===== src/rtl/mqp_pkg.sv =====
// Shared types and constants for the message queue port.
package mqp_pkg;

    localparam int SLOTS_DEF     = 16;
    localparam int MSG_BYTES_DEF = 256;

    localparam int WORD_W     = 32;
    localparam int LEN_W      = 9;
    localparam int CNT_W      = 5;
    localparam int STAT_W     = 2;
    localparam int SLOT_IDX_W = 8;
    localparam int WORD_IDX_W = 6;

    localparam int CFG_IDX_W  = 2;
    localparam int CFG_DATA_W = 9;

    localparam int CMD_DEPTH = 4;
    localparam int OUT_DEPTH = 4;

    localparam logic [CFG_IDX_W-1:0] CFG_MAX_MESSAGES      = 2'd0;
    localparam logic [CFG_IDX_W-1:0] CFG_MAX_MESSAGE_BYTES = 2'd1;

    localparam logic [CNT_W-1:0] MAX_MESSAGES_RST      = 5'd16;
    localparam logic [LEN_W-1:0] MAX_MESSAGE_BYTES_RST = 9'd256;

    localparam logic [STAT_W-1:0] ST_NO_ERROR       = 2'd0;
    localparam logic [STAT_W-1:0] ST_NOT_AVAILABLE  = 2'd1;
    localparam logic [STAT_W-1:0] ST_INVALID_CONFIG = 2'd2;

    localparam logic CMD_WRITE = 1'b0;
    localparam logic CMD_READ  = 1'b1;

    typedef struct packed {
        logic              cmd;
        logic [LEN_W-1:0]  length_bytes;
        logic [WORD_W-1:0] data_word;
        logic              last_beat;
    } t_item;

    typedef struct packed {
        logic [STAT_W-1:0] status;
        logic [WORD_W-1:0] read_word;
        logic [LEN_W-1:0]  read_length;
        logic              last_result;
        logic [CNT_W-1:0]  queue_count;
    } t_result;

    typedef struct packed {
        logic                  valid;
        logic [CFG_IDX_W-1:0]  index;
        logic [CFG_DATA_W-1:0] data;
    } t_cfg_wr;

    typedef struct packed {
        logic                  is_read;
        logic                  store_word;
        logic                  store_len;
        logic [SLOT_IDX_W-1:0] slot;
        logic [WORD_IDX_W-1:0] word_idx;
        logic [WORD_W-1:0]     data;
        logic [LEN_W-1:0]      length;
        logic [STAT_W-1:0]     status;
        logic [CNT_W-1:0]      count;
    } t_cmd;

endpackage


===== src/rtl/mqp_front.sv =====
// Front end: accepts requests, tracks queue state and issues commands.
module mqp_front #(
    parameter int SLOTS             = mqp_pkg::SLOTS_DEF,
    parameter int MAX_MESSAGE_BYTES = mqp_pkg::MSG_BYTES_DEF
) (
    input  logic             i_clk,
    input  logic             i_rst_n,
    input  mqp_pkg::t_cfg_wr i_cfg,
    input  logic             i_push,
    input  mqp_pkg::t_item   i_item,
    input  logic             i_cmd_full,
    output logic             o_cmd_push,
    output mqp_pkg::t_cmd    o_cmd
);

    import mqp_pkg::*;

    localparam int SW  = (SLOTS > 1) ? $clog2(SLOTS) : 1;
    localparam int MW  = SW + 1;
    localparam int WPS = (MAX_MESSAGE_BYTES + 3) / 4;
    localparam int IW  = $clog2(WPS + 1);

    function automatic logic [MW-1:0] eff_slots(input logic [CNT_W-1:0] v);
        logic [MW-1:0] r;
        if (v == '0) begin
            r = MW'(1);
        end else if (9'(v) > 9'(SLOTS)) begin
            r = MW'(SLOTS);
        end else begin
            r = MW'(v);
        end
        return r;
    endfunction

    function automatic logic [SW-1:0] wrap_inc(input logic [SW-1:0] idx,
                                               input logic [MW-1:0] m);
        logic [MW-1:0] inc;
        inc = MW'({1'b0, idx}) + MW'(1);
        return (inc == m) ? '0 : inc[SW-1:0];
    endfunction

    logic [CNT_W-1:0] r_max_msgs, n_max_msgs;
    logic [LEN_W-1:0] r_max_bytes, n_max_bytes;
    logic [SW-1:0]    r_head, n_head;
    logic [SW-1:0]    r_tail, n_tail;
    logic [CNT_W-1:0] r_count, n_count;
    logic             r_overflow, n_overflow;
    logic             r_wr_active, n_wr_active;
    logic             r_wr_discard, n_wr_discard;
    logic [IW-1:0]    r_wr_idx, n_wr_idx;
    logic [LEN_W-1:0] r_wr_len, n_wr_len;

    logic [MW-1:0]    m;
    logic [LEN_W-1:0] bmax;
    logic             accept;
    logic             disc;
    logic [STAT_W-1:0] st;
    logic [LEN_W-1:0] len_now;
    logic [IW-1:0]    idx_now;
    logic [SW-1:0]    slot_w;
    logic [7:0]       need;
    logic             store;
    t_cmd             cmd;

    always_comb begin
        m      = eff_slots(r_max_msgs);
        bmax   = (r_max_bytes > LEN_W'(MAX_MESSAGE_BYTES)) ?
                 LEN_W'(MAX_MESSAGE_BYTES) : r_max_bytes;
        accept = i_push && !i_cmd_full;

        n_max_msgs   = r_max_msgs;
        n_max_bytes  = r_max_bytes;
        n_head       = r_head;
        n_tail       = r_tail;
        n_count      = r_count;
        n_overflow   = r_overflow;
        n_wr_active  = r_wr_active;
        n_wr_discard = r_wr_discard;
        n_wr_idx     = r_wr_idx;
        n_wr_len     = r_wr_len;

        disc    = r_wr_discard;
        st      = ST_NO_ERROR;
        len_now = r_wr_len;
        idx_now = r_wr_idx;
        slot_w  = wrap_inc(r_tail, m);
        need    = '0;
        store   = 1'b0;
        cmd     = '0;

        if (accept) begin
            if (i_item.cmd == CMD_WRITE) begin
                if (!r_wr_active) begin
                    len_now = i_item.length_bytes;
                    idx_now = '0;
                    disc    = 1'b0;
                    if (i_item.length_bytes > bmax) begin
                        disc = 1'b1;
                        st   = ST_INVALID_CONFIG;
                    end else if (9'(r_count) >= 9'(m)) begin
                        disc       = 1'b1;
                        st         = ST_NOT_AVAILABLE;
                        n_overflow = 1'b1;
                    end
                end else if (r_wr_discard) begin
                    st = ST_NOT_AVAILABLE;
                end
                need  = 8'((10'(len_now) + 10'd3) >> 2);
                store = !disc && (8'(idx_now) < need);
                if (i_item.last_beat) begin
                    if (!disc) begin
                        n_tail  = slot_w;
                        n_count = CNT_W'(r_count + 1'b1);
                    end
                    n_wr_active  = 1'b0;
                    n_wr_discard = 1'b0;
                    n_wr_idx     = '0;
                    n_wr_len     = '0;
                end else begin
                    n_wr_active  = 1'b1;
                    n_wr_discard = disc;
                    n_wr_len     = len_now;
                    n_wr_idx     = store ? IW'(idx_now + 1'b1) : idx_now;
                end
                cmd.is_read    = 1'b0;
                cmd.store_word = store;
                cmd.store_len  = i_item.last_beat && !disc;
                cmd.slot       = SLOT_IDX_W'(slot_w);
                cmd.word_idx   = WORD_IDX_W'(idx_now);
                cmd.data       = i_item.data_word;
                cmd.length     = len_now;
                cmd.status     = st;
                cmd.count      = n_count;
            end else begin
                if (r_count == '0) begin
                    cmd.status = ST_NOT_AVAILABLE;
                    cmd.count  = '0;
                end else begin
                    n_head      = wrap_inc(r_head, m);
                    n_count     = CNT_W'(r_count - 1'b1);
                    n_overflow  = 1'b0;
                    cmd.is_read = 1'b1;
                    cmd.slot    = SLOT_IDX_W'(r_head);
                    cmd.status  = r_overflow ? ST_INVALID_CONFIG : ST_NO_ERROR;
                    cmd.count   = n_count;
                end
            end
        end

        if (i_cfg.valid) begin
            if (i_cfg.index == CFG_MAX_MESSAGES) begin
                n_max_msgs   = i_cfg.data[CNT_W-1:0];
                n_head       = '0;
                n_tail       = SW'(eff_slots(i_cfg.data[CNT_W-1:0]) - MW'(1));
                n_count      = '0;
                n_overflow   = 1'b0;
                n_wr_active  = 1'b0;
                n_wr_discard = 1'b0;
                n_wr_idx     = '0;
                n_wr_len     = '0;
            end else if (i_cfg.index == CFG_MAX_MESSAGE_BYTES) begin
                n_max_bytes = i_cfg.data[LEN_W-1:0];
            end
        end
    end

    always_ff @(posedge i_clk) begin
        if (!i_rst_n) begin
            r_max_msgs   <= MAX_MESSAGES_RST;
            r_max_bytes  <= MAX_MESSAGE_BYTES_RST;
            r_head       <= '0;
            r_tail       <= SW'(eff_slots(MAX_MESSAGES_RST) - MW'(1));
            r_count      <= '0;
            r_overflow   <= 1'b0;
            r_wr_active  <= 1'b0;
            r_wr_discard <= 1'b0;
            r_wr_idx     <= '0;
            r_wr_len     <= '0;
        end else begin
            r_max_msgs   <= n_max_msgs;
            r_max_bytes  <= n_max_bytes;
            r_head       <= n_head;
            r_tail       <= n_tail;
            r_count      <= n_count;
            r_overflow   <= n_overflow;
            r_wr_active  <= n_wr_active;
            r_wr_discard <= n_wr_discard;
            r_wr_idx     <= n_wr_idx;
            r_wr_len     <= n_wr_len;
        end
    end

    assign o_cmd_push = accept;
    assign o_cmd      = cmd;

    a_count_bound: assert property (@(posedge i_clk) disable iff (!i_rst_n)
        9'(r_count) <= 9'(m))
        else $error("message count exceeds slots in use");

    a_discard_in_write: assert property (@(posedge i_clk) disable iff (!i_rst_n)
        r_wr_discard |-> r_wr_active)
        else $error("discard flag set outside a write");

endmodule


===== config.mk =====
export PLATFORM = sky130hd
export DESIGN_NAME = mqp_front
export DESIGN_NICKNAME = d
export VERILOG_FILES = /design/src/rtl/mqp_pkg.sv /design/src/rtl/mqp_front.sv
export SDC_FILE = /design/constraint.sdc
export NUM_CORES = 1
export LEC_CHECK = 0
export BUFFER_PORTS_ARGS = -buffer_cell sky130_fd_sc_hd__buf_2
export CAP_MARGIN = 10
export CELL_PAD_IN_SITES_DETAIL_PLACEMENT = 0
export CELL_PAD_IN_SITES_GLOBAL_PLACEMENT = 1
export CORE_ASPECT_RATIO = 0.75
export CORE_MARGIN = 2
export CORE_UTILIZATION = 33
export CTS_CLUSTER_SIZE = 24
export DETAILED_ROUTE_END_ITERATION = 6
export PLACE_DENSITY_LB_ADDON = 0.25
export SYNTH_ARGS = -nofsm -noshare
export SYNTH_HDL_FRONTEND = slang
export SYNTH_SLANG_ARGS = --single-unit

===== constraint.sdc =====
create_clock -name i_clk -period 4.2 [get_ports i_clk]
set_input_delay 0.84 -clock i_clk [delete_from_list [all_inputs] [get_ports i_clk]]
set_output_delay 0.84 -clock i_clk [all_outputs]
set_load 0.005 [all_outputs]

==> impl_metrics.env <==
export IMPL_syn_avg_cell_area_um2=7.59
export IMPL_worstHoldPathCells=2
export IMPL_cap_viol_max_count=0
export IMPL_htreeDepth=2
export IMPL_finClkSkew_ns=0.00519
export IMPL_postRouteAntennaNets=0
export IMPL_synth_seq_cells=46
export IMPL_syn_inst=492
export IMPL_period_needed_ns=4.05
export IMPL_setup_viol=0
export IMPL_firstDrtPassIters=4
export IMPL_wl_um=11400
export IMPL_cp_slowest_cell="or4_1"
export IMPL_vdd_drop_max_uv=143
export IMPL_p_total_mw=1.17
export IMPL_holdCritStartpoint="r_wr_idx[4]"
export IMPL_final_setup_worst_slack_ns=0.153
export IMPL_clock_latency_ns=0.29
export IMPL_ys_warn_count=0
export IMPL_drv_slew=0
export IMPL_gr_total_overflow=0
export IMPL_critical_path_class="in -> out"
export IMPL_cts_buffers=5
export IMPL_postCtsHoldBufs=0
export IMPL_grt_pass1_vias=3683
export IMPL_io_buffer_count=120
export IMPL_vias=3928
export IMPL_row_count=33
export IMPL_min_path_type="reg -> reg"
export IMPL_dr_first_iter_drc_count=315
export IMPL_crit_chain="buf_2 > buf_4 > ha_1 > a21o_1 > a21o_1 > a2111oi_4 > buf_4 > o41ai_4 > or2_1 > or4_1 > nand3_1 > buf_2"
export IMPL_fin_nets=704
export IMPL_multi_input_area_mm2=0.00267
export IMPL_rsz0062_at_grt="yes"
export IMPL_nFillCells=1151
export IMPL_cts_root_buf="clkbuf_16"
export IMPL_r2r_slack_ns=0.90
export IMPL_diodes=0
export IMPL_mostFrequentLayoutCells="buf_2, nand2_1, dfxtp_1, nor2_1, and3_1"
export IMPL_final_util_pct=43.7
export IMPL_power_leakage_nw=2.29
export IMPL_grt_antenna_before_repair=0
export IMPL_cts_tree="built"
export IMPL_worst_slew_pin_transition_ns=0.924
export IMPL_cp_start_kind="input port"
export IMPL_gp_congestion=0.814
export IMPL_synth_seq_area_share_pct=24.7
export IMPL_slowest_delay_ns=0.43
export IMPL_reg2reg_depth=15
export IMPL_r2r_end="r_wr_idx[6]"
export IMPL_power_density_mw_per_mm2=244
export IMPL_clock_fmax_mhz=247
export IMPL_layout_drive_gt1_share_pct=27.9
export IMPL_initial_core_util_pct=34.0
export IMPL_route_detailed_drc=0
export IMPL_period_share_pct=96.4
export IMPL_clk_pin_slew_ns=0.07
export IMPL_crit_arrival_ns=3.21
export IMPL_coreArea_mm2=0.0110
export IMPL_cts_sinks=46
export IMPL_die_height_um=96.1
export IMPL_die_area_mm2=0.0122
export IMPL_dp_worst_setup_slack_ns=-0.0957
export IMPL_vias_per_cell=5.18
export IMPL_synth_edf_count=0
export IMPL_grt_max_degree=45
export IMPL_wire_per_inst_um=15.0
export IMPL_synth_area_mm2=0.00373
export IMPL_num_io_pins=125
export IMPL_worstSetupEndpointType="output port"
export IMPL_async_reset_ff_share_pct=0
export IMPL_status="complete, no violations"
export IMPL_seq_area_um2=922
export IMPL_grt_pass1_wl_um=18100
export IMPL_tns_ns=0
export IMPL_r2r_start="r_wr_active"
export IMPL_critPathRequiredTime_ns=3.36
export IMPL_synth_area_leader_cell="dfxtp_1"
export IMPL_worstHoldEndpoint="r_wr_idx[4]"
export IMPL_relSlewSlack_pct=38.3
export IMPL_final_common_cell="buf_2"
export IMPL_cts_max_path_buffers=2
export IMPL_synth_ff_type="dfxtp_1"
export IMPL_dp_hpwl_um=8700
export IMPL_synth_top_area_share_pct=24.7
export IMPL_ys_types=64
export IMPL_grt_usage_pct=18.3
export IMPL_die_w_um=127
export IMPL_holdWs_ns=0.463
export IMPL_worstPathMaxFanout=6
export IMPL_synthToLayoutAreaGrowth_pct=28.6
export IMPL_hold_viol=0
export IMPL_synth_area_top_cells="dfxtp_1, ha_1, and3_1"
==> state kept, by name, indices dropped and copies added (netlist names) <==
register and cells:
r_wr_idx 7, r_count 5, r_overflow 1, r_tail 4, r_max_bytes 9, r_max_msgs 5
r_wr_active 1, r_head 4, r_wr_discard 1, r_wr_len 9
==> through the flow <==
step	cell area [um^2]	instances
final	4800	759
after global routing	4800	759
after CTS	4750	757
after detailed placement	4560	749
after global placement	4560	749
after floorplan	3740	495
==> critical path: cells and delay by family <==
family          cells  cell delay [ns]
compound gates      4             0.82
fa+ha+maj           1             0.18
buf+inv             4             0.54
simple gates        3             0.81
==> worst max path at each step <==
stage | cells after the start | start | endpoint | slack (ns)
floorplan | 12 | i_item[35] | o_cmd[63] | 0.09
global placement | 14 | i_item[35] | o_cmd[63] | 0.01
detailed placement | 14 | i_item[35] | o_cmd[63] | -0.1
CTS | 14 | i_item[35] | o_cmd[63] | 0.02
global route | 14 | i_item[35] | o_cmd[63] | -0.05
finish | 12 | i_item[34] | o_cmd[4] | 0.15
==> cell families after synthesis <==
family | after synthesis | share of synthesized area, %
AND/OR/NAND/NOR | 231 | 32.1
AO/OA/AOI/OAI | 93 | 17.2
multiplexers | 22 | 5.90
flip-flops | 46 | 24.7
XOR/XNOR | 23 | 5.40
buffers and inverters | 49 | 5.63
other | 1 | 0.100
adder cells (fa/ha/maj) | 27 | 9.05
==> metal layers <==
layer / up-vias / wire (um) / track usage, %
met5: - / 0 / 0
met4: 0 / 33 / 4.49
met3: 2 / 595 / 3.34
met2: 109 / 5030 / 29.5
met1: 1803 / 5740 / 25.5
li1: 2014 / - / -
==> synth_stat cells (12+ instances only) <==
| library cell | instances |
|---|---|
| ha_1 | 27 |
| nor2b_1 | 12 |
| inv_1 | 13 |
| xnor2_1 | 17 |
| dfxtp_1 | 46 |
| o21ai_0 | 19 |
| nand2_1 | 57 |
| clkbuf_1 | 22 |
| and3_1 | 37 |
| nand3_1 | 17 |
| nor3_1 | 17 |
| a21oi_1 | 15 |
| mux2i_1 | 22 |
| nor2_1 | 43 |
==> area by class of cell <==
type                            instances  share of cell area, %
Multi-Input combinational cell        400                   55.6
Sequential cell                        46                   19.2
Timing Repair Buffer                  146                   16.6
Tap cell                              140                   3.65
Clock buffer                            7                   3.18
Inverter                               19                   1.56
Clock inverter                          1                  0.182
==> power breakdown <==
group	switching (mW)	internal (mW)
clock network	0.184	0.255
registers	0.0117	0.447
logic	0.152	0.122
total	0.347	0.824
==> repair_timing <==
| action | in CTS | in global routing |
|---|---|---|
| gates resized for setup | 4 | 9 |
| setup endpoints to repair | 2 | 5 |
| pin swaps | 0 | 2 |
| buffers inserted | 0 | 2 |
Power figures use the tool's default switching activity.
