## src/rtl/mqp_fifo.sv

```systemverilog
// Register-based FIFO used between the front end, back end and result port.
module mqp_fifo #(
    parameter int WIDTH = 8,
    parameter int DEPTH = 4
) (
    input  logic                         i_clk,
    input  logic                         i_rst_n,
    input  logic                         i_push,
    input  logic [WIDTH-1:0]             i_data,
    output logic                         o_full,
    input  logic                         i_pop,
    output logic [WIDTH-1:0]             o_data,
    output logic                         o_empty,
    output logic [$clog2(DEPTH+1)-1:0]   o_count
);

    localparam int AW = (DEPTH > 1) ? $clog2(DEPTH) : 1;
    localparam int CW = $clog2(DEPTH + 1);

    logic [WIDTH-1:0] r_mem [DEPTH];
    logic [AW-1:0]    r_wr, n_wr;
    logic [AW-1:0]    r_rd, n_rd;
    logic [CW-1:0]    r_cnt, n_cnt;
    logic             do_push, do_pop;

    assign o_full  = (r_cnt == CW'(DEPTH));
    assign o_empty = (r_cnt == '0);
    assign do_push = i_push && !o_full;
    assign do_pop  = i_pop && !o_empty;

    always_comb begin
        n_wr  = r_wr;
        n_rd  = r_rd;
        n_cnt = r_cnt;
        if (do_push) begin
            n_wr = (r_wr == AW'(DEPTH - 1)) ? '0 : AW'(r_wr + 1'b1);
        end
        if (do_pop) begin
            n_rd = (r_rd == AW'(DEPTH - 1)) ? '0 : AW'(r_rd + 1'b1);
        end
        if (do_push && !do_pop) begin
            n_cnt = CW'(r_cnt + 1'b1);
        end else if (do_pop && !do_push) begin
            n_cnt = CW'(r_cnt - 1'b1);
        end
    end

    always_ff @(posedge i_clk) begin
        if (!i_rst_n) begin
            r_wr  <= '0;
            r_rd  <= '0;
            r_cnt <= '0;
        end else begin
            r_wr  <= n_wr;
            r_rd  <= n_rd;
            r_cnt <= n_cnt;
        end
    end

    always_ff @(posedge i_clk) begin
        if (do_push) begin
            r_mem[r_wr] <= i_data;
        end
    end

    assign o_data  = r_mem[r_rd];
    assign o_count = r_cnt;

endmodule

```

## config.mk

```make
export PLATFORM = sky130hd
export DESIGN_NAME = mqp_fifo
export DESIGN_NICKNAME = d
export VERILOG_FILES = /design/src/rtl/mqp_fifo.sv
export SDC_FILE = /design/constraint.sdc
export NUM_CORES = 1
export LEC_CHECK = 0
export ABC_AREA = 1
export BUFFER_PORTS_ARGS = -buffer_cell sky130_fd_sc_hd__buf_2
export CAP_MARGIN = 20
export CORE_AREA = 2 2 55 78
export DETAILED_ROUTE_END_ITERATION = 8
export DIE_AREA = 0 0 57 80
export PLACE_DENSITY = 0.71
export SYNTH_ARGS = -nofsm -noshare
export SYNTH_HDL_FRONTEND = slang
export SYNTH_SLANG_ARGS = --single-unit
```

## constraint.sdc

```tcl
create_clock -name i_clk -period 4.8 [get_ports i_clk]
set_input_delay 0.24 -clock i_clk [delete_from_list [all_inputs] [get_ports i_clk]]
set_output_delay 0.24 -clock i_clk [all_outputs]
set_load 0.05 [all_outputs]
```

==> results of run 1 <==
## power breakdown
| group | total [mW] | internal (mW) | switching, mW |
|---|---|---|---|
| Clock | 0.204 | 0.103 | 0.101 |
| Sequential | 0.492 | 0.442 | 0.0504 |
| Combinational | 0.523 | 0.128 | 0.395 |
| Total | 1.22 | 0.673 | 0.546 |
## worst max path at each step
stage	start	endpoint	depth (start not counted)
2_1_floorplan	o_count[1]$_SDFFE_PN0P_	o_count[2]$_SDFFE_PN0P_	13
5_1_grt	register	o_data[1]	4
3_3_place_gp	o_count[1]$_SDFFE_PN0P_	o_count[1]$_SDFFE_PN0P_	9
3_5_place_dp	o_count[1]$_SDFFE_PN0P_	o_count[1]$_SDFFE_PN0P_	9
4_1_cts	register	o_data[1]	4
6_report	register	o_data[1]	4
## registers in the layout, summed over array words and instances (netlist names), named ones only
register	cells
r_mem	32
r_rd	2
r_wr	2
o_count	3
## layout by cell type (no fill, tap or decap)
| cell | n |
|---|---|
| o21ai_0 | 14 |
| ha_1 | 6 |
| edfxtp_1 | 32 |
| nand3b_1 | 1 |
| nor2_1 | 33 |
| clkbuf_1 | 3 |
| dfxtp_1 | 9 |
| nand3_1 | 1 |
| o21ai_1 | 1 |
| o21ai_2 | 3 |
| fa_1 | 1 |
| a21oi_1 | 2 |
| nand4_1 | 1 |
| buf_2 | 24 |
| inv_1 | 18 |
| o22ai_1 | 8 |
| nand2_2 | 1 |
| clkbuf_8 | 5 |
| nand2_1 | 14 |
| inv_2 | 1 |
## final cells by class
class	count	area share (%)
Clock buffer	8	4.16
Inverter	19	3.71
Multi-Input combinational cell	86	23.8
Tap cell	43	2.80
Sequential cell	41	59.3
Timing Repair Buffer	24	6.24
## routing by layer
metal,GRT usage [%],part of all wire [%],vias up
li1,-,-,557
met1,15.1,40,540
met2,27.6,53,26
met3,4.21,4.1,8
met4,7.67,2.6,0
met5,0,0,-
## synth_stat cells
master,count
o21ai_1,1
dfxtp_1,9
nor2_1,33
buf_6,2
a21oi_1,2
o21ai_0,14
inv_2,1
o21ai_2,3
nand2_1,14
nand3b_1,1
o22ai_1,8
fa_1,1
inv_1,18
ha_1,6
edfxtp_1,32
nand2_2,1
nand4_1,1
nand3_1,1
## logic make-up (layout without fill, tap and decap cells)
group                    count (synthesis)  in the layout  synth area share [%]
AND/OR/NAND/NOR                         51             51                  11.9
flip-flops                              41             41                  67.4
AO/OA/AOI/OAI                           28             28                  9.53
buffers and inverters                   21             51                  5.54
adder cells (fa/ha/maj)                  7              7                  5.62
## stage by stage
step | total power, mW | worst slack (ps)
finish | 1.22 | 2730
global route | 1.30 | 2520
CTS | 1.24 | 2680
detailed placement | 1.03 | 2910
global placement | 1.00 | 3010
floorplan | 0.906 | 2740
## worst max-delay path, stage by stage (launching register included)
cell	delay (ps)
dfxtp_1	720
inv_2	270
o21ai_0	250
o22ai_1	90
buf_2	220
==> results.py, run 1 <==
metrics = {
    "run_status": {
        "outcome": "complete, no violations",
    },
    "hold_path": {
        "hold_path_depth": 1,
        "hp-class": "in2reg",
        "hold_start": "i_data[3]",
        "min_to": "r_mem[0][3]$_DFFE_PP_",
    },
    "finish": {
        "layout.nets": 196,
        "post-route-util_pct": 50.0,
        "regArea_um2": 1140,
        "antenna_cells": 0,
        "drive_gt1_share_pct": 19.1,
        "nFillCells": 353,
        "final_cell_count_no_fill": 221,
        "multi_input_comb_area_um2": 458,
        "fin_area_um2": 1920,
        "syn2layout_area_growth_pct": 13.7,
    },
    "placed_design": {
        "placed_area_um2": 1840,
        "place_congestion": 0.703,
        "io_buffers": 24,
        "dpl.hpwl_um": 2190,
        "placed_cells": 213,
    },
    "critical_path": {
        "startpoint_type": "register",
        "timing.rr.end": "o_count[2]$_SDFFE_PN0P_",
        "crit_type": "reg2out",
        "r2r_cells": 13,
        "critical_path.max_fanout": 17,
        "r2r_start": "o_count[1]$_SDFFE_PN0P_",
        "cp.required_ps": 4560,
        "crit_path_end_kind": "output pin",
        "r2r_slack_ps": 2920,
        "worstPathArrival_ps": 1830,
    },
    "sta": {
        "grt_setup_unrepaired": "false",
        "fmax_ghz": 0.482,
        "final_hold_viol_count": 0,
        "finalClockSkew_ps": 4.01,
        "tightest_slew_ps": 824,
        "final-setup-viol-count": 0,
        "hold_ws_ps": 169,
        "slew_headroom_pct": 44.9,
        "drv_slew": 0,
        "fin_setup_tns_ps": 0,
        "finalCriticalPeriod_ps": 2070,
        "period_share_pct": 43.2,
    },
    "logic_synthesis": {
        "netlist_top_cells_area": "edfxtp_1 57%, dfxtp_1 11%, nor2_1 7.3%",
        "syn_nets": 167,
        "ys_types": 18,
        "syn_area_per_cell_um2": 11.4,
        "ys_seq_area_share_pct": 67.4,
        "netlist_area_um2": 1690,
        "synth_top_area_share_pct": 56.8,
        "synth_cells": 148,
        "yosysTopAreaCell": "edfxtp_1",
        "synth_seq_cells": 41,
        "ys_warn_count": 0,
    },
    "grt": {
        "grt_pass1_wl_um": 5150,
        "grt_pass1_vias": 1129,
        "grt_max_degree": 18,
        "globalRouteOverflowTotal": 0,
        "antenna_found_initial": 0,
        "track_usage_pct": 15.0,
    },
    "cts": {
        "cts.sinks": 41,
        "cts_setup_buffers": 0,
        "cts_root_buf": "clkbuf_8",
        "clk_pin_slew_ps": 70,
        "htreeDepth": 2,
        "clk_latency_ps": 280,
        "clk_path_buf_depth": 2,
        "cts_tree": "built",
        "ctsHoldBuffers": 0,
        "cts_buffers": 5,
        "cts_resized": 0,
    },
    "floorplanning": {
        "dieArea_um2": 4560,
        "core_um2": 3850,
        "die_w_um": 57,
        "die_y_um": 80,
        "io_pins": 25,
        "initial_core_util_pct": 44.0,
        "row_count": 27,
    },
    "routing": {
        "route.detailed.drc": 0,
        "detail-route-antenna-nets": 0,
        "drtPass1Iterations": 3,
        "routedWlPerCell_um": 14.0,
        "vias": 1131,
        "dr.first_iter.drc_count": 13,
        "vias_per_cell": 5.12,
        "drt-total-wl_um": 3100,
    },
    "power_and_ir_drop": {
        "ir_drop_mv": 0.394,
        "power.density_nw_per_um2": 634,
        "p_leak_nw": 0.786,
    },
    "run": {
        "max_cap_violations": 0,
    },
}
No activity file was read; power rests on OpenSTA's default activity.
==> run 2: changes to the inputs <==
- clock period: 4.8 -> 2.1 ns (I/O delays scaled with it)
==> run 2 against run 1 <==
Routed wire length fell by 2.3%. Final cell count rose by 2.3%. Setup slack got worse by 2500 ps. Combinational power rose by 140%. Critical path depth rose by 5. Critical endpoint is now o_count[1]$_SDFFE_PN0P_. Largest power group unchanged. Worst hold slack got worse by 130 ps. Via count rose by 0.18%. Clock skew barely moved.
==> results.py, run 2 (synthesis results as in run 1) <==
metrics = {
    "finish": {
        "drive_gt1_share_pct": 23.5,
        "syn2layout_area_growth_pct": 16.7,
        "nFillCells": 346,
        "layout.nets": 201,
        "antenna_cells": 0,
        "final_common_cell": "nor2_1",
        "final_cell_mix": "33 x nor2_1, 32 x edfxtp_1, 24 x buf_2",
        "post-route-util_pct": 51.3,
        "largest_reg_flops": 32,
        "largest_register": "r_mem",
    },
    "critical_path": {
        "cp.required_ps": 2270,
        "crit_path_end": "o_count[1]$_SDFFE_PN0P_",
        "r2r_slack_ps": 230,
        "worstPathArrival_ps": 2050,
        "startpoint_type": "register",
        "r2r_start": "o_count[1]$_SDFFE_PN0P_",
        "critical_path.max_fanout": 7,
        "max_stage_delay_ps": 410,
        "crit_type": "reg2reg",
        "crit_slowest_cell": "fa_1",
        "timing.rr.end": "o_count[1]$_SDFFE_PN0P_",
        "crit_chain": "nor2_1 -> nand2_1 -> nand2_2 -> inv_1 -> ha_1 -> inv_1 -> fa_1 -> o21ai_0 -> nor2_1",
        "startpoint": "o_count[1]$_SDFFE_PN0P_",
        "crit_path_end_kind": "register",
        "r2r_cells": 9,
    },
    "power_and_ir_drop": {
        "pwr-share-comb_pct": 43.1,
        "finalPower_mw": 2.85,
        "p_int_mw": 1.59,
        "power.switching_mw": 1.26,
        "sw_frac_of_total_pct": 44.3,
        "p_leak_nw": 0.822,
        "ir_drop_mv": 1.05,
        "pwr-share-seq_pct": 39.3,
        "clkPwrFrac_pct": 17.6,
        "power.density_nw_per_um2": 1440,
    },
    "sta": {
        "final_hold_viol_count": 0,
        "fin_ws_ps": 228,
        "grt_setup_unrepaired": "false",
        "hold_ws_ps": 37.0,
        "finalClockSkew_ps": 4.39,
        "drv_slew": 0,
        "finalCriticalPeriod_ps": 1870,
        "final-setup-viol-count": 0,
        "fmax_ghz": 0.534,
        "tightest_slew_ps": 458,
        "slew_headroom_pct": 69.4,
        "fin_setup_tns_ps": 0,
        "period_share_pct": 89.2,
    },
    "cts": {
        "clk_pin_slew_ps": 70,
        "htreeDepth": 2,
        "cts_buffers": 5,
        "ctsHoldBuffers": 0,
        "cts.sinks": 41,
        "clk_path_buf_depth": 2,
        "cts_root_buf": "clkbuf_8",
        "clk_latency_ps": 280,
        "cts_tree": "built",
    },
    "routing": {
        "detail-route-antenna-nets": 0,
        "drt-total-wl_um": 3020,
        "drtPass1Iterations": 4,
        "vias": 1133,
        "route.detailed.drc": 0,
        "vias_per_cell": 5.01,
        "routedWlPerCell_um": 13.4,
        "dr.first_iter.drc_count": 34,
    },
    "floorplanning": {
        "row_count": 27,
        "io_pins": 25,
        "initial_core_util_pct": 44.0,
        "dieArea_um2": 4560,
        "die_w_um": 57,
        "die_y_um": 80,
        "core_um2": 3850,
    },
    "grt": {
        "grt_max_degree": 17,
        "grt_pass1_vias": 1134,
        "track_usage_pct": 14.6,
        "globalRouteOverflowTotal": 0,
        "antenna_found_initial": 0,
        "grt_pass1_wl_um": 4960,
    },
    "run": {
        "max_cap_violations": 0,
    },
    "placed_design": {
        "io_buffers": 24,
        "pre_cts_slack_ps": 232,
        "dpl.hpwl_um": 2230,
        "place_congestion": 0.722,
    },
    "run_status": {
        "outcome": "complete, no violations",
    },
    "hold_path": {
        "hold_path_depth": 1,
        "hp-class": "in2reg",
    },
}
[run 2: cell types whose count changed in the layout (fill, tap and decap cells not counted), moves of 2 or more]
cell,previous run,this run
dfxtp_2,0,2
clkbuf_1,3,0
dfxtp_1,9,7
buf_4,0,5
[run 2: worst min path at each step]
stage	from	end	slack [ps]
finish	i_data[0]	r_mem[2][0]$_DFFE_PP_	40
global route	i_data[2]	r_mem[2][2]$_DFFE_PP_	30
floorplan	i_data[0]	r_mem[0][0]$_DFFE_PP_	200
global placement	i_data[0]	r_mem[0][0]$_DFFE_PP_	320
detailed placement	i_data[3]	r_mem[3][3]$_DFFE_PP_	320
CTS	i_data[3]	r_mem[3][3]$_DFFE_PP_	30
[run 2: critical path: cells and delay by family (launching register included)]
family / cells / cell delay (ps)
fa+ha+maj: 2 / 620
simple gates: 4 / 470
flops: 1 / 350
compound gates: 1 / 180
buf+inv: 2 / 150
[run 2: layer usage]
metal  wire [um]  share of wire (%)  vias up  GRT usage, %
met2        1650                 55       30          26.8
li1            -                  -      568             -
met1        1170                 39      529          15.3
met4          49                1.6        0          6.05
met5           0                  0        -             0
met3         147                4.9        6          4.05
[run 2: power by group through the flow]
stage | Sequential, mW | Combinational [mW] | Clock (mW)
2_1_floorplan | 1.19 | 0.876 | 0
3_3_place_gp | 1.12 | 1.19 | 0
3_5_place_dp | 1.13 | 1.23 | 0
4_1_cts | 1.12 | 1.24 | 0.520
5_1_grt | 1.14 | 1.34 | 0.550
6_report | 1.12 | 1.23 | 0.501
[run 2: area by class of cell]
type | instances | area, um^2 | share of cell area (%)
Clock buffer | 6 | 82.6 | 4.18
Clock inverter | 2 | 8.76 | 0.443
Inverter | 19 | 71.3 | 3.61
Multi-Input combinational cell | 86 | 458 | 23.2
Sequential cell | 41 | 1140 | 57.9
Tap cell | 43 | 53.8 | 2.72
Timing Repair Buffer | 29 | 158 | 7.98
[run 2: per-stage QoR]
stage | area (um^2) | instances
6_report | 1980 | 226
5_1_grt | 1980 | 226
4_1_cts | 1970 | 226
3_5_place_dp | 1880 | 218
3_3_place_gp | 1880 | 218
2_1_floorplan | 1690 | 148
[run 2: repair_timing]
| item | CTS | global route |
|---|---|---|
| buffers inserted | 0 | 0 |
| setup endpoints to repair | 0 | 1 |
| gates resized for setup | 0 | 2 |
==> run 3: changes to the inputs <==
- CAP_MARGIN: 20 -> 40
- clock period: 2.1 -> 2.2 ns (I/O delays scaled with it)
==> run 3 against run 2 <==
Global-route usage is 0.53 points higher. Sequential share of layout area up 0.20 points. Critical path depth grew 3. Combinational power shrank 5%. Core utilization decreased by 0.29 points. Non-clock buffer count unchanged. Worst hold slack improved by 2.3 ps. Fmax decreased by 0.66%. Final cell count stayed put. Largest power group unchanged.
==> results.py, run 3 (synthesis results as in run 1) <==
metrics = {
    "run_status": {
        "outcome": "complete, no violations",
    },
    "placed_design": {
        "dpl.hpwl_um": 2270,
        "io_buffers": 24,
        "place_congestion": 0.722,
    },
    "floorplanning": {
        "die_w_um": 57,
        "row_count": 27,
        "dieArea_um2": 4560,
        "initial_core_util_pct": 44.0,
        "core_um2": 3850,
        "die_y_um": 80,
        "io_pins": 25,
    },
    "cts": {
        "clk_pin_slew_ps": 70,
        "cts_resized": 0,
        "cts_root_buf": "clkbuf_8",
        "clk_path_buf_depth": 2,
        "ctsHoldBuffers": 0,
        "clk_latency_ps": 280,
        "cts_buffers": 5,
        "htreeDepth": 2,
        "cts_setup_buffers": 0,
        "cts.sinks": 41,
        "cts_tree": "built",
    },
    "finish": {
        "largest_reg_flops": 32,
        "final_common_cell": "nor2_1",
        "regArea_um2": 1140,
        "multi_input_comb_area_um2": 458,
        "final_cell_mix": "33 x nor2_1, 32 x edfxtp_1, 24 x buf_2",
        "syn2layout_area_growth_pct": 16.0,
        "layout.nets": 201,
        "drive_gt1_share_pct": 22.4,
        "antenna_cells": 0,
        "nFillCells": 362,
        "largest_register": "r_mem",
    },
    "sta": {
        "drv_slew": 0,
        "grt_setup_unrepaired": "false",
        "hold_ws_ps": 39.2,
        "period_share_pct": 85.7,
        "tightest_slew_ps": 442,
        "final_hold_viol_count": 0,
        "final-setup-viol-count": 0,
        "fmax_ghz": 0.531,
        "finalCriticalPeriod_ps": 1880,
        "slew_headroom_pct": 70.5,
        "finalClockSkew_ps": 1.83,
        "fin_setup_tns_ps": 0,
    },
    "grt": {
        "grt_pass1_wl_um": 5080,
        "grt_max_degree": 17,
        "globalRouteOverflowTotal": 0,
        "track_usage_pct": 15.1,
        "grt_pass1_vias": 1143,
        "antenna_found_initial": 0,
    },
    "routing": {
        "drtPass1Iterations": 4,
        "detail-route-antenna-nets": 0,
        "routedWlPerCell_um": 13.7,
        "vias_per_cell": 5.10,
        "drt-total-wl_um": 3100,
        "vias": 1153,
        "dr.first_iter.drc_count": 38,
        "route.detailed.drc": 0,
    },
    "critical_path": {
        "critical_path.max_fanout": 7,
        "crit_type": "reg2reg",
        "cp.required_ps": 2430,
        "worstPathArrival_ps": 2110,
        "crit_path_end_kind": "register",
        "startpoint_type": "register",
    },
    "run": {
        "max_cap_violations": 0,
    },
    "hold_path": {
        "hp-class": "in2reg",
    },
    "power_and_ir_drop": {
        "ir_drop_mv": 0.836,
        "p_leak_nw": 0.818,
        "power.density_nw_per_um2": 1370,
    },
}
## run 3: where the power goes
part / switching, mW / internal (mW)
sequential: 0.0997 / 0.963
clock: 0.231 / 0.219
combinational: 0.874 / 0.300
## run 3: layer usage
| metal | global-route usage [%] | routed length, um |
|---|---|---|
| met5 | 0 | 0 |
| met1 | 15.1 | 1200 |
| met3 | 4.38 | 143 |
| met2 | 27.7 | 1690 |
| met4 | 7.67 | 68 |
## run 3: cell type report
cell class | instances | share of cell area [%]
Clock buffer | 6 | 3.69
Inverter | 19 | 3.63
Sequential cell | 41 | 58.1
Timing Repair Buffer | 29 | 8.03
Multi-Input combinational cell | 86 | 23.3
Clock inverter | 2 | 0.510
Tap cell | 43 | 2.74
## run 3: final timing paths
kind	startpoint	endpoint	slack, ps	depth (start not counted)
hold / removal	i_data[3]	r_mem[2][3]$_DFFE_PP_	40	1
setup reg to reg	o_count[1]$_SDFFE_PN0P_	o_count[2]$_SDFFE_PN0P_	320	12
setup / recovery	o_count[1]$_SDFFE_PN0P_	o_count[2]$_SDFFE_PN0P_	320	12
hold reg to reg	o_count[0]$_SDFFE_PN0P_	o_count[0]$_SDFFE_PN0P_	540	2
## run 3: critical path, cell delays in order, from the launching register on
cell     delay, ps
dfxtp_1        400
nor2_1          80
nand2_1        130
nand2_2        110
inv_1           70
ha_1           160
inv_1           70
fa_1           390
nand2_1        120
nand3_1         90
nand2_1         70
inv_1           40
nor2_1          80
## run 3: through the flow
step / utilization [%] / instances / total power, mW / setup slack (ps) / instance area (um^2)
2_1_floorplan: - / 148 / 1.98 / 143 / 1690
3_3_place_gp: 48.9 / 218 / 2.20 / 416 / 1880
3_5_place_dp: 48.9 / 218 / 2.26 / 309 / 1880
4_1_cts: 51.0 / 226 / 2.72 / 300 / 1960
5_1_grt: 51.0 / 226 / 2.87 / 90.6 / 1960
6_report: 51.0 / 226 / 2.69 / 315 / 1960
